--- config.mk ---
export PLATFORM = sky130hd
export DESIGN_NAME = table_huffman_bit_decoder
export DESIGN_NICKNAME = d
export VERILOG_FILES = /design/src/rtl/thd_pkg.sv /design/src/rtl/table_huffman_bit_decoder.sv
export SDC_FILE = /design/constraint.sdc
export NUM_CORES = 1
export LEC_CHECK = 0
export BUFFER_PORTS_ARGS = -buffer_cell sky130_fd_sc_hd__buf_2
export CORE_ASPECT_RATIO = 0.7
export CORE_MARGIN = 3
export CORE_UTILIZATION = 60
export DETAILED_ROUTE_END_ITERATION = 8
export PLACE_DENSITY = 0.79
export REMOVE_ABC_BUFFERS = 1
export SLEW_MARGIN = 20
export SYNTH_ARGS = -nofsm -noshare
export SYNTH_HDL_FRONTEND = slang
export SYNTH_SLANG_ARGS = --single-unit
--- constraint.sdc ---
create_clock -name i_clk -period 10.4 [get_ports i_clk]
set_input_delay 1.56 -clock i_clk [delete_from_list [all_inputs] [get_ports i_clk]]
set_output_delay 1.56 -clock i_clk [all_outputs]
set_load 0.02 [all_outputs]
--- src/rtl/thd_pkg.sv ---
package thd_pkg;

    localparam logic [7:0] CHAR_BASE_RESET = 8'd97;
    localparam int unsigned WIN_BITS = 7;
    localparam int unsigned QUEUE_DEPTH = 4;

    typedef logic [WIN_BITS-1:0] t_window;
    typedef logic [2:0]          t_count;

    typedef struct packed {
        logic [7:0] letter;
        logic       done;
    } t_result;

    function automatic logic [7:0] code_word(input t_window idx);
        logic [7:0] w;
        w = 8'h00;
        case (idx[6:4])
            3'd0: w = 8'hb3;
            3'd1: w = 8'hc3;
            3'd2: begin
                if (idx[3] == 1'b0) begin
                    w = 8'h74;
                end else if (idx[2] == 1'b0) begin
                    w = 8'h65;
                end else begin
                    w = 8'h55;
                end
            end
            3'd3: w = (idx[3] == 1'b0) ? 8'h84 : 8'h94;
            3'd4: w = 8'hd3;
            3'd5: w = 8'he3;
            3'd6: begin
                if (idx[3] == 1'b0) begin
                    w = 8'ha4;
                end else begin
                    case (idx[2:0])
                        3'd0, 3'd1: w = 8'h46;
                        3'd2, 3'd3: w = 8'h36;
                        3'd4:       w = 8'h07;
                        3'd5:       w = 8'h17;
                        default:    w = 8'h26;
                    endcase
                end
            end
            default: w = 8'hf3;
        endcase
        return w;
    endfunction

endpackage

--- src/rtl/table_huffman_bit_decoder.sv ---
// Prefix-code decoder taking one coded bit per beat, most significant first.
// A new bit is accepted every cycle while the four-entry result queue has room
// for two letters; each bit is decoded in the cycle it is accepted and its
// letters (none, one, or two on the final bit) enter the queue at the next
// clock edge. The output drains one letter per cycle while i_out_ready is
// high. The final bit of a message, flagged by i_end_of_stream, flushes the
// pending bits with zero padding and marks the last letter with o_message_done;
// the window then restarts empty. The character base is written through
// i_cfg_we/i_cfg_data while the block is idle, a rule for the user that the
// block itself does not enforce; it resets to 97.
module table_huffman_bit_decoder
    import thd_pkg::*;
(
    input  logic       i_clk,
    input  logic       i_rst_n,
    input  logic       i_cfg_we,
    input  logic [7:0] i_cfg_data,
    input  logic       i_in_valid,
    output logic       o_in_ready,
    input  logic       i_code_bit,
    input  logic       i_end_of_stream,
    output logic       o_out_valid,
    input  logic       i_out_ready,
    output logic [7:0] o_letter,
    output logic       o_message_done
);

    logic [7:0] r_char_base;
    t_window    r_window, n_window;
    t_count     r_count, n_count;

    t_result    r_queue [QUEUE_DEPTH];
    logic [1:0] r_wr_ptr, r_rd_ptr;
    logic [2:0] r_fill, n_fill;

    logic       in_acc, out_acc;
    t_count     cnt_base, cnt_one, cnt_a, pad_shift;
    t_window    win_one, win_a, win_pad;
    logic       full;
    logic [7:0] word0, word_pad;
    logic [3:0] len0;
    logic       need_pad;
    t_result    res_full, res_pad, push0, push1;
    logic [1:0] push_n;

    assign in_acc     = i_in_valid && o_in_ready;
    assign out_acc    = o_out_valid && i_out_ready;
    assign o_in_ready = (r_fill <= 3'd2);
    assign o_out_valid = (r_fill != 3'd0);
    assign o_letter       = r_queue[r_rd_ptr].letter;
    assign o_message_done = r_queue[r_rd_ptr].done;

    always_comb begin
        cnt_base = (r_count > 3'd6) ? 3'd6 : r_count;
        win_one  = {r_window[WIN_BITS-2:0], i_code_bit};
        cnt_one  = cnt_base + 3'd1;
        full     = (cnt_one == 3'(WIN_BITS));
        word0    = code_word(win_one);
        len0     = (word0[3:0] > 4'(WIN_BITS)) ? 4'(WIN_BITS) : word0[3:0];
        if (full) begin
            cnt_a = 3'(4'(WIN_BITS) - len0);
            win_a = win_one & ((t_window'(1) << cnt_a) - t_window'(1));
        end else begin
            cnt_a = cnt_one;
            win_a = win_one;
        end
        res_full.letter = 8'(word0[7:4]) + r_char_base;
        res_full.done   = i_end_of_stream && (cnt_a == 3'd0);

        need_pad  = i_end_of_stream && (!full || cnt_a != 3'd0);
        pad_shift = 3'(WIN_BITS) - cnt_a;
        win_pad   = win_a << pad_shift;
        word_pad  = code_word(win_pad);
        res_pad.letter = 8'(word_pad[7:4]) + r_char_base;
        res_pad.done   = 1'b1;

        push0  = full ? res_full : res_pad;
        push1  = res_pad;
        push_n = 2'(full) + 2'(need_pad);
        if (!in_acc) begin
            push_n = 2'd0;
        end

        n_window = i_end_of_stream ? '0 : win_a;
        n_count  = i_end_of_stream ? '0 : cnt_a;
        n_fill   = r_fill + 3'(push_n) - 3'(out_acc);
    end

    always_ff @(posedge i_clk) begin
        if (!i_rst_n) begin
            r_char_base <= CHAR_BASE_RESET;
            r_window    <= '0;
            r_count     <= '0;
            r_wr_ptr    <= '0;
            r_rd_ptr    <= '0;
            r_fill      <= '0;
        end else begin
            if (i_cfg_we) begin
                r_char_base <= i_cfg_data;
            end
            if (in_acc) begin
                r_window <= n_window;
                r_count  <= n_count;
            end
            r_wr_ptr <= r_wr_ptr + push_n;
            if (out_acc) begin
                r_rd_ptr <= r_rd_ptr + 2'd1;
            end
            r_fill <= n_fill;
        end
    end

    always_ff @(posedge i_clk) begin
        if (push_n != 2'd0) begin
            r_queue[r_wr_ptr] <= push0;
        end
        if (push_n == 2'd2) begin
            r_queue[r_wr_ptr + 2'd1] <= push1;
        end
    end

    a_fill_bound: assert property (@(posedge i_clk) disable iff (!i_rst_n)
        r_fill <= 3'(QUEUE_DEPTH))
        else $error("result queue overfilled");

    a_count_bound: assert property (@(posedge i_clk) disable iff (!i_rst_n)
        r_count <= 3'd6)
        else $error("pending bit count out of range");

    a_flush: assert property (@(posedge i_clk) disable iff (!i_rst_n)
        (in_acc && i_end_of_stream) |=> (r_count == 3'd0 && r_window == '0))
        else $error("window not cleared after final bit");

    a_final_letter: assert property (@(posedge i_clk) disable iff (!i_rst_n)
        (in_acc && i_end_of_stream) |-> (push_n != 2'd0))
        else $error("final bit produced no letter");

endmodule
==> results.yml, run 1 <==
run_status:
  status: "completed"
layout:
  nets: 441
  n_antenna_cell: 0
  synthToLayoutAreaGrowth_pct: 8.20
  drive_gt1_share_pct: 17.5
  fin_area_sq_mm: 0.00432
grt:
  antenna_found_initial: 0
  grt_max_degree: 26
  grt_overflow_total: 0
  grt_pass1_vias: 2922
  grt_pass1_wl_um: 14800
  grt.total_usage_pct: 24.6
power_and_ir_drop:
  p_leak_nw: 1.54
  power_density_mw_per_mm2: 173
  peakVddDrop_uv: 92.9
timing:
  clock_skew_ns: 0.00448
  setup_tns_ns: 0
  slew_headroom_pct: 42.7
  slew_violations: 0
  worst_slew_pin_slew_ns: 0.851
  setup_ws_ns: 4.73
  hold_viol: 0
  layout_worst_path_cycle_share_pct: 54.5
  finalSetupViolCount: 0
  period_needed_ns: 5.67
  rsz0062_at_grt: "false"
  fmax_mhz: 176
run:
  drv_cap: 0
worst_setup_path:
  start_kind: "flip-flop"
  crit_fanout: 22
  critPathKind: "flip-flop to flip-flop"
  endpoint_kind: "flip-flop"
  arrival_ns: 5.74
  worstPathRequired_ns: 10.47
detailed_routing:
  dr_total_vias: 3222
  dr.first_iter.drc_count: 309
  drc_errors: 0
  vias_per_cell: 6.41
  ant_nets: 0
  firstDrtPassIters: 5
  wirelength_um: 9130
  post_drt_wl_per_cell_um: 18.2
synthesis:
  ys_ff_latch: 62
  syn_avg_cell_area_sq_um: 10.1
  yosys_warnings: 0
  ys.flop_type: "edfxtp_1"
  yosysTopAreaCell: "edfxtp_1"
  yosysTopAreaCellShare_pct: 24.0
  async_flop_share_pct: 0
  synth-seq-area-share_pct: 39.1
  synthTopCellsByArea: "edfxtp_1 24%, dfxtp_1 15%, o22ai_1 5.2%"
  synth_most_common_cell: "o22ai_1"
  synth_common_cells: "33 x o22ai_1, 32 x edfxtp_1, 32 x nand2_1"
  yosys.cell_types.count: 69
  synth_edf_count: 32
  netlist_instances: 394
  syn_area_sq_mm: 0.00400
placement:
  portBuffers: 25
  dp_hpwl_um: 6650
  gp_congestion: 0.931
  postPlaceCellArea_sq_mm: 0.00413
  preCtsSetupSlack_ns: 4.93
cts:
  cts_resized: 0
  clkSinkCount: 62
  cts_hold_buf: 0
  path_clk_slew_ns: 0.07
  cts-buffers-inserted: 9
  clk_latency_ns: 0.34
  ctsRootBufferMaster: "clkbuf_8"
  clk_path_buf_depth: 2
  cts_max_level: 3
  postCtsSetupRepairBufs: 0
  cts_tree: "yes"
die:
  pin_count: 26
  start_util_pct: 63.1
  die_y_um: 74.3
  fp.dieW_um: 104
  core_area_sq_mm: 0.00634
  die-area_sq_mm: 0.00769
  rows: 24
worst_hold_path:
  holdCritPathClass: "flip-flop to flip-flop"
## report_power, final
group          total [mW]  switching, mW  internal [mW]
Sequential          0.306         0.0251          0.281
Clock               0.213          0.102          0.111
Combinational       0.230          0.129          0.102
Total               0.749          0.256          0.493
## registers in the layout, summed over array words and instances (netlist names), named ones only
register / flops
r_fill: 3
r_queue: 36
r_count: 3
r_window: 6
r_char_base: 8
r_rd_ptr: 2
r_wr_ptr: 2
## final timing paths
check	start	endpoint	slack, ns	cells past startpoint
setup / recovery	r_count[2]	r_queue[3][8]	4.73	20
hold / removal	r_queue[3][0]	r_queue[3][0]	0.50	1
setup reg to reg	r_count[2]	r_queue[3][8]	4.73	20
hold reg to reg	r_queue[3][0]	r_queue[3][0]	0.50	1
## area by class of cell
cell class / count / area (sq um)
Fill cell: 480 / 2010
Inverter: 15 / 56.3
Clock inverter: 7 / 72.6
Tap cell: 91 / 114
Sequential cell: 62 / 1560
Clock buffer: 9 / 124
Multi-Input combinational cell: 294 / 2270
Timing Repair Buffer: 25 / 125
## per-stage QoR
step,hold slack (ns),instances,util [%],power (mW)
floorplan,0.453,371,-,0.479
global placement,0.467,487,65.1,0.532
detailed placement,0.475,487,65.1,0.541
CTS,0.492,503,68.2,0.751
global route,0.525,503,68.2,0.787
finish,0.495,503,68.2,0.749
## layout by cell type, fill, tap and decap left out, drive strengths merged, types with 3 or more instances in the layout
cell type and instances:
a21oi 14, a21boi 5, nor2 10, fa 3
o21ai 21, o22a 4, inv 16, nand3 7
edfxtp 32, a31oi 4, buf 25, a22oi 6
and2 13, mux2i 11, o22ai 34, o21a 4
clkbuf 9, xor2 12, nor2b 23, mux4 9
nor3 10, dfxtp 30, ha 16, o211ai 5
nand2b 5, or3b 3, nand3b 3, o32ai 3
clkinv 3, xnor2 10, nand2 33
## critical path, stage by stage, from the launching register on
cell,delay [ns]
dfxtp_1,0.37
a21boi_1,0.42
ha_1,0.30
xor2_2,0.28
nand2_2,0.24
inv_2,0.39
a31o_2,0.31
mux2i_1,0.43
nor3_1,0.08
o21ai_0,0.29
a211oi_2,0.13
a221oi_1,0.30
ha_1,0.30
a21o_1,0.17
a21oi_1,0.22
nor2b_1,0.09
o2111ai_1,0.21
xor2_1,0.41
nand2_1,0.09
o21ai_0,0.20
o22ai_1,0.17
## cells by family after synthesis
kind of cell	after synthesis	share of synthesized area, %
muxes	20	7.83
and+or+nand+nor	116	15.9
DFF	62	39.1
xor gates and xnor gates	22	5.01
AOI/OAI and AO/OA	117	21.5
adders and majority gates	19	6.51
buffers and inverters	38	4.10
## routing by layer
layer | track usage [%] | wire [um] | up-vias
met4 | 6.93 | 86 | 0
met5 | 0 | 0 | -
met3 | 7.29 | 956 | 10
met2 | 36.9 | 4020 | 182
met1 | 35.1 | 4070 | 1517
li1 | - | - | 1513
Power figures use the tool's default switching activity.
==> run 2: changes to the inputs <==
--- a/config.mk
+++ b/config.mk
@@ -8,9 +8,9 @@
 export BUFFER_PORTS_ARGS = -buffer_cell sky130_fd_sc_hd__buf_2
 export CORE_ASPECT_RATIO = 0.7
 export CORE_MARGIN = 3
-export CORE_UTILIZATION = 60
+export CORE_UTILIZATION = 55
 export DETAILED_ROUTE_END_ITERATION = 8
-export PLACE_DENSITY = 0.79
+export PLACE_DENSITY = 0.76
 export REMOVE_ABC_BUFFERS = 1
 export SLEW_MARGIN = 20
 export SYNTH_ARGS = -nofsm -noshare
==> constraint.sdc (replaced) <==
create_clock -name i_clk -period 4.7 [get_ports i_clk]
set_input_delay 0.705 -clock i_clk [delete_from_list [all_inputs] [get_ports i_clk]]
set_output_delay 0.705 -clock i_clk [all_outputs]
set_load 0.02 [all_outputs]
==> run 2 against run 1 <==
Via count increased by 6.8%. Power rose by 130%. Maximum frequency increased by 24%. Non-clock buffer count grew 30. Setup slack got worse by 4.6 ns. Highest routed layer unchanged. First-iteration DRC count rose by 39%. Combinational power is 150% higher. Wire length grew 14%. Flip-flop and latch count stayed put. Global-route usage grew 1.5 points. Clock power rose by 120%.
==> results.yml, run 2 (same netlist as run 1, synthesis figures left out) <==
worst_setup_path:
  start_kind: "flip-flop"
  endpoint_kind: "flip-flop"
  rr_endpoint: "r_queue[1][7]"
  worstPathRequired_ns: 4.78
  rrSetupSlack_ns: 0.13
  reg2reg_depth: 22
  critPathKind: "flip-flop to flip-flop"
  arrival_ns: 4.64
  r2r_start: "r_count[0]"
  crit_fanout: 7
timing:
  finalSetupViolCount: 0
  clock_skew_ns: 0.00759
  fmax_mhz: 219
  slew_violations: 0
  slew_headroom_pct: 57.8
  hold_viol: 0
  worst_slew_pin_slew_ns: 0.632
  period_needed_ns: 4.57
  layout_worst_path_cycle_share_pct: 97.1
detailed_routing:
  firstDrtPassIters: 7
  vias_per_cell: 6.42
  post_drt_wl_per_cell_um: 19.3
  drc_errors: 0
  ant_nets: 0
  dr_total_vias: 3441
  dr.first_iter.drc_count: 429
  wirelength_um: 10400
layout:
  fin_area_sq_mm: 0.00476
  regMostFlops: "r_queue"
  largest_register_ffs: 36
  fillers: 518
  drive_gt1_share_pct: 29.9
  nets: 471
  synthToLayoutAreaGrowth_pct: 19.1
  mostFrequentLayoutCells: "32 x nand2_1, 32 x o22ai_1, 32 x edfxtp_1"
  top_regs: "r_queue (36), r_char_base (8), r_window (6)"
  n_antenna_cell: 0
run_status:
  status: "completed"
worst_hold_path:
  holdCritPathClass: "flip-flop to flip-flop"
  hold_path_end: "r_queue[3][0]"
  hold_start: "r_queue[3][0]"
  min_path_cells: 1
power_and_ir_drop:
  peakVddDrop_uv: 244
  p_leak_nw: 1.74
  power_density_mw_per_mm2: 363
  power_mw: 1.73
die:
  die-area_sq_mm: 0.00834
  die_y_um: 77.3
  rows: 25
  pin_count: 26
  fp.dieW_um: 108
  start_util_pct: 57.8
  core_area_sq_mm: 0.00691
grt:
  grt_overflow_total: 0
  grt_pass1_wl_um: 16600
  grt.total_usage_pct: 26.0
  antenna_found_initial: 0
  grt_max_degree: 26
  grt_pass1_vias: 3239
run:
  drv_cap: 0
cts:
  clk_latency_ns: 0.35
  cts-buffers-inserted: 9
  clkSinkCount: 62
  cts_max_level: 3
  ctsRootBufferMaster: "clkbuf_8"
  clk_path_buf_depth: 2
  path_clk_slew_ns: 0.07
  cts_tree: "yes"
placement:
  dp_hpwl_um: 7370
  portBuffers: 25
  gp_congestion: 0.927
  postPlaceCellArea_sq_mm: 0.00430
==> run 2: layer usage <==
metal / routed length, um / global-route usage, % / vias up
met3: 1110 / 9.76 / 33
met4: 235 / 10.3 / 0
met1: 4420 / 35.9 / 1628
met5: 0 / 0 / -
met2: 4600 / 36.8 / 208
li1: - / - / 1572
==> run 2: where the power goes <==
group / leakage [nW] / internal [mW] / total [mW] / switching, mW
combinational: 1.13 / 0.260 / 0.573 / 0.313
sequential: 0.516 / 0.622 / 0.679 / 0.0571
clock: 0.0996 / 0.246 / 0.475 / 0.229
total: 1.74 / 1.13 / 1.73 / 0.599
==> run 2: worst max path at each step <==
stage	startpoint	to	slack (ns)	cells past startpoint
2_1_floorplan	r_count[2]	r_queue[0][8]	0.02	20
3_3_place_gp	r_window[1]	r_queue[2][6]	0.08	20
3_5_place_dp	r_window[1]	r_queue[2][6]	-0.07	20
4_1_cts	r_count[2]	r_queue[1][7]	0.04	22
5_1_grt	r_count[1]	r_queue[1][7]	-0.09	21
6_report	r_count[0]	r_queue[1][7]	0.13	22
==> run 2: cell type report <==
class | instances | area, sq um | area share (%)
Clock inverter | 7 | 73.8 | 1.55
Clock buffer | 9 | 124 | 2.60
Timing Repair Buffer | 55 | 358 | 7.52
Tap cell | 94 | 118 | 2.47
Inverter | 15 | 58.8 | 1.24
Sequential cell | 62 | 1570 | 32.9
Multi-Input combinational cell | 294 | 2460 | 51.7
==> run 2: critical path, cell delays in order (launching register included) <==
cell	delay, ns
dfxtp_1	0.36
a21boi_4	0.24
inv_1	0.09
ha_1	0.30
nand2_4	0.18
inv_4	0.08
a31oi_4	0.23
buf_4	0.20
nor3_2	0.06
a311oi_4	0.22
buf_6	0.16
a2bb2oi_4	0.19
buf_4	0.17
and3b_1	0.18
a22oi_1	0.18
ha_1	0.31
nor2b_2	0.18
o21ai_1	0.11
nand2b_1	0.12
o22ai_2	0.22
nor2_2	0.09
xnor2_2	0.26
o22ai_1	0.15
==> run 2: metrics by stage <==
step	hold WS, ns	TNS [ns]	util, %	setup WS [ns]	std cells
floorplan	0.453	0	-	0.0174	371
CTS	0.494	0	65.9	0.0375	530
finish	0.486	0	68.8	0.135	536
detailed placement	0.476	-0.539	62.3	-0.0704	513
global placement	0.466	0	62.3	0.0826	513
global route	0.514	-0.275	68.8	-0.0871	536
==> run 2: repair_timing <==
| item | in CTS | in global routing |
|---|---|---|
| endpoints found under the setup margin | 16 | 21 |
| hold endpoints to repair | 0 | 0 |
| hold buffers | 0 | 0 |
| pin swaps | 1 | 11 |
| resized for setup | 11 | 36 |
| buffers inserted | 1 | 6 |
==> run 3: changes to the inputs <==
--- a/config.mk
+++ b/config.mk
@@ -6,12 +6,16 @@
 export NUM_CORES = 1
 export LEC_CHECK = 0
 export BUFFER_PORTS_ARGS = -buffer_cell sky130_fd_sc_hd__buf_2
+export CELL_PAD_IN_SITES_DETAIL_PLACEMENT = 0
+export CELL_PAD_IN_SITES_GLOBAL_PLACEMENT = 1
 export CORE_ASPECT_RATIO = 0.7
 export CORE_MARGIN = 3
-export CORE_UTILIZATION = 55
+export CORE_UTILIZATION = 45
+export CTS_BUF_LIST = sky130_fd_sc_hd__clkbuf_2
 export DETAILED_ROUTE_END_ITERATION = 8
-export PLACE_DENSITY = 0.76
+export PLACE_DENSITY_LB_ADDON = 0.1
 export REMOVE_ABC_BUFFERS = 1
+export SETUP_SLACK_MARGIN = 0.4
 export SLEW_MARGIN = 20
 export SYNTH_ARGS = -nofsm -noshare
 export SYNTH_HDL_FRONTEND = slang
==> run 3 against run 2 <==
Design area grew 11%. Register-to-register slack gained 0.11 ns. Critical path depth is the same. Clock power shrank 20%. Combinational power grew 14%. Hold slack lost 0.11 ns. Non-clock buffer count grew 34. Flip-flop and latch count is the same. Count of clock-buffer cells in the layout grew 2. Largest power group unchanged. Die area grew 21%.
==> results.yml, run 3 (same netlist as run 1, synthesis figures left out) <==
layout:
  fin_util_pct: 61.6
  layout_commonest_cell: "buf_4"
  n_antenna_cell: 0
  drive_gt1_share_pct: 40.1
  multi_input_area_sq_mm: 0.00271
  final_cell_count_no_fill: 596
  synthToLayoutAreaGrowth_pct: 31.7
  largest_register_ffs: 36
  nets: 505
  regMostFlops: "r_queue"
  mostFrequentLayoutCells: "58 x buf_4, 32 x nand2_1, 32 x edfxtp_1"
  regArea_sq_mm: 0.00158
  fillers: 714
  top_regs: "r_queue (36), r_char_base (8), r_window (6)"
die:
  pin_count: 26
  start_util_pct: 46.8
  die_y_um: 84.8
  fp.dieW_um: 119
  rows: 28
  die-area_sq_mm: 0.0101
  core_area_sq_mm: 0.00855
power_and_ir_drop:
  p_comb_share_pct: 38.1
  clock_power_share_pct: 22.2
  peakVddDrop_uv: 179
  power_frac_seq_pct: 39.7
  p_leak_nw: 1.96
  p_int_mw: 1.11
  power_density_mw_per_mm2: 325
  swShare_pct: 35.0
  p_sw_mw: 0.598
grt:
  grt.total_usage_pct: 22.0
  grt_pass1_wl_um: 17400
  grt_overflow_total: 0
  grt_pass1_vias: 3310
  grt_max_degree: 26
  antenna_found_initial: 0
worst_setup_path:
  start_kind: "flip-flop"
  cp_slowest_cell: "dfxtp_4"
  endpoint_kind: "flip-flop"
  max_stage_delay_ns: 0.40
  crit_start: "r_count[1]"
  worst-path-stages: 22
  rrSetupSlack_ns: 0.24
  critPathKind: "flip-flop to flip-flop"
  reg2reg_depth: 22
  worstPathRequired_ns: 4.97
  crit_fanout: 7
  rr_endpoint: "r_queue[3][7]"
  cp_top_family: "compound AO/OA/AOI/OAI gates"
  crit_buf_inv: 3
  crit_end: "r_queue[3][7]"
  arrival_ns: 4.73
  r2r_start: "r_count[1]"
  crit_chain: "a21boi_4, ha_4, xor2_4, a21oi_4, a31oi_4, buf_6, nor3_4, a311oi_4, buf_4, a2bb2oi_4, o22ai_2, a2bb2oi_2, ha_2, inv_2, fa_2, nor2b_1, o21ai_1, nand2b_1, o22ai_4, nor2_4, xnor2_4, o22ai_1"
timing:
  worst_slew_pin_slew_ns: 0.643
  rsz0062_at_grt: "true"
  slew_violations: 0
  period_needed_ns: 4.46
  layout_worst_path_cycle_share_pct: 94.9
  slew_headroom_pct: 57.0
  setup_ws_ns: 0.241
  clock_skew_ns: 0.0372
  hold_viol: 0
  hold-worst-slack_ns: 0.372
  finalSetupViolCount: 0
  fmax_mhz: 224
run_status:
  status: "completed"
detailed_routing:
  dr.first_iter.drc_count: 241
  firstDrtPassIters: 7
  ant_nets: 0
  post_drt_wl_per_cell_um: 18.8
  vias_per_cell: 5.84
  dr_total_vias: 3480
  drc_errors: 0
  wirelength_um: 11200
cts:
  path_clk_slew_ns: 0.20
  clk_latency_ns: 0.53
  clk_path_buf_depth: 2
  cts-buffers-inserted: 9
  cts_max_level: 3
  clkSinkCount: 62
  cts_tree: "yes"
  ctsRootBufferMaster: "clkbuf_2"
  cts_hold_buf: 0
placement:
  dp_hpwl_um: 7380
  placedCellCount: 543
  gp_congestion: 0.896
  preCtsSetupSlack_ns: 0.00417
  portBuffers: 25
run:
  drv_cap: 0
worst_hold_path:
  holdCritPathClass: "input port to flip-flop"
run 3: routing by layer:
layer	share of wire [%]	up-vias	global-route usage [%]
met5	0	-	0
met4	1.3	0	7.05
met3	6.1	17	6.26
met2	45	119	30.9
met1	48	1711	32.7
li1	-	1633	-
run 3: stage by stage:
| stage | setup TNS (ns) | power, mW | instance area [sq um] |
|---|---|---|---|
| 3_3_place_gp | -0.0816 | 1.22 | 4370 |
| 3_5_place_dp | 0 | 1.23 | 4370 |
| 4_1_cts | 0 | 1.64 | 4810 |
| 2_1_floorplan | 0 | 1.06 | 3890 |
| 6_report | 0 | 1.71 | 5260 |
| 5_1_grt | 0 | 1.81 | 5260 |
run 3: power by group through the flow:
stage | Clock (mW) | Sequential, mW | Combinational, mW
finish | 0.379 | 0.679 | 0.651
global route | 0.410 | 0.690 | 0.707
CTS | 0.385 | 0.678 | 0.572
detailed placement | 0 | 0.691 | 0.539
global placement | 0 | 0.688 | 0.534
floorplan | 0 | 0.672 | 0.388
run 3: final cells by class:
cell class              count  area share (%)
clock buffers              11            1.05
clock inverters             5            1.40
inverters                  15            1.21
multi-input cells         294            51.5
flip-flops and latches     62            30.0
well taps                 120            2.85
repair buffers             89            12.0
run 3: worst min path at each step:
stage / from / end / slack [ns] / cells past startpoint
after detailed placement: r_queue[1][0] / r_queue[1][0] / 0.49 / 1
final: i_cfg_data[0] / r_char_base[0] / 0.37 / 3
after global routing: i_cfg_data[0] / r_char_base[0] / 0.36 / 3
after floorplan: r_queue[2][0] / r_queue[2][0] / 0.45 / 1
after global placement: r_queue[1][0] / r_queue[1][0] / 0.46 / 1
after CTS: i_cfg_data[0] / r_char_base[0] / 0.34 / 3
run 3: worst register-to-register path: stages (launching register included):
cell and delay, ns:
dfxtp_4 0.40, a21boi_4 0.21, ha_4 0.20, xor2_4 0.25
a21oi_4 0.10, a31oi_4 0.26, buf_6 0.15, nor3_4 0.04
a311oi_4 0.29, buf_4 0.19, a2bb2oi_4 0.27, o22ai_2 0.13
a2bb2oi_2 0.17, ha_2 0.20, inv_2 0.04, fa_2 0.34
nor2b_1 0.13, o21ai_1 0.06, nand2b_1 0.21, o22ai_4 0.15
nor2_4 0.15, xnor2_4 0.16, o22ai_1 0.11
run 3: repair_timing:
| action | in CTS | in global routing |
|---|---|---|
| endpoints found under the setup margin | 20 | 20 |
| resized for setup | 52 | 49 |
| pin swaps | 23 | 36 |
| setup buffers | 12 | 25 |
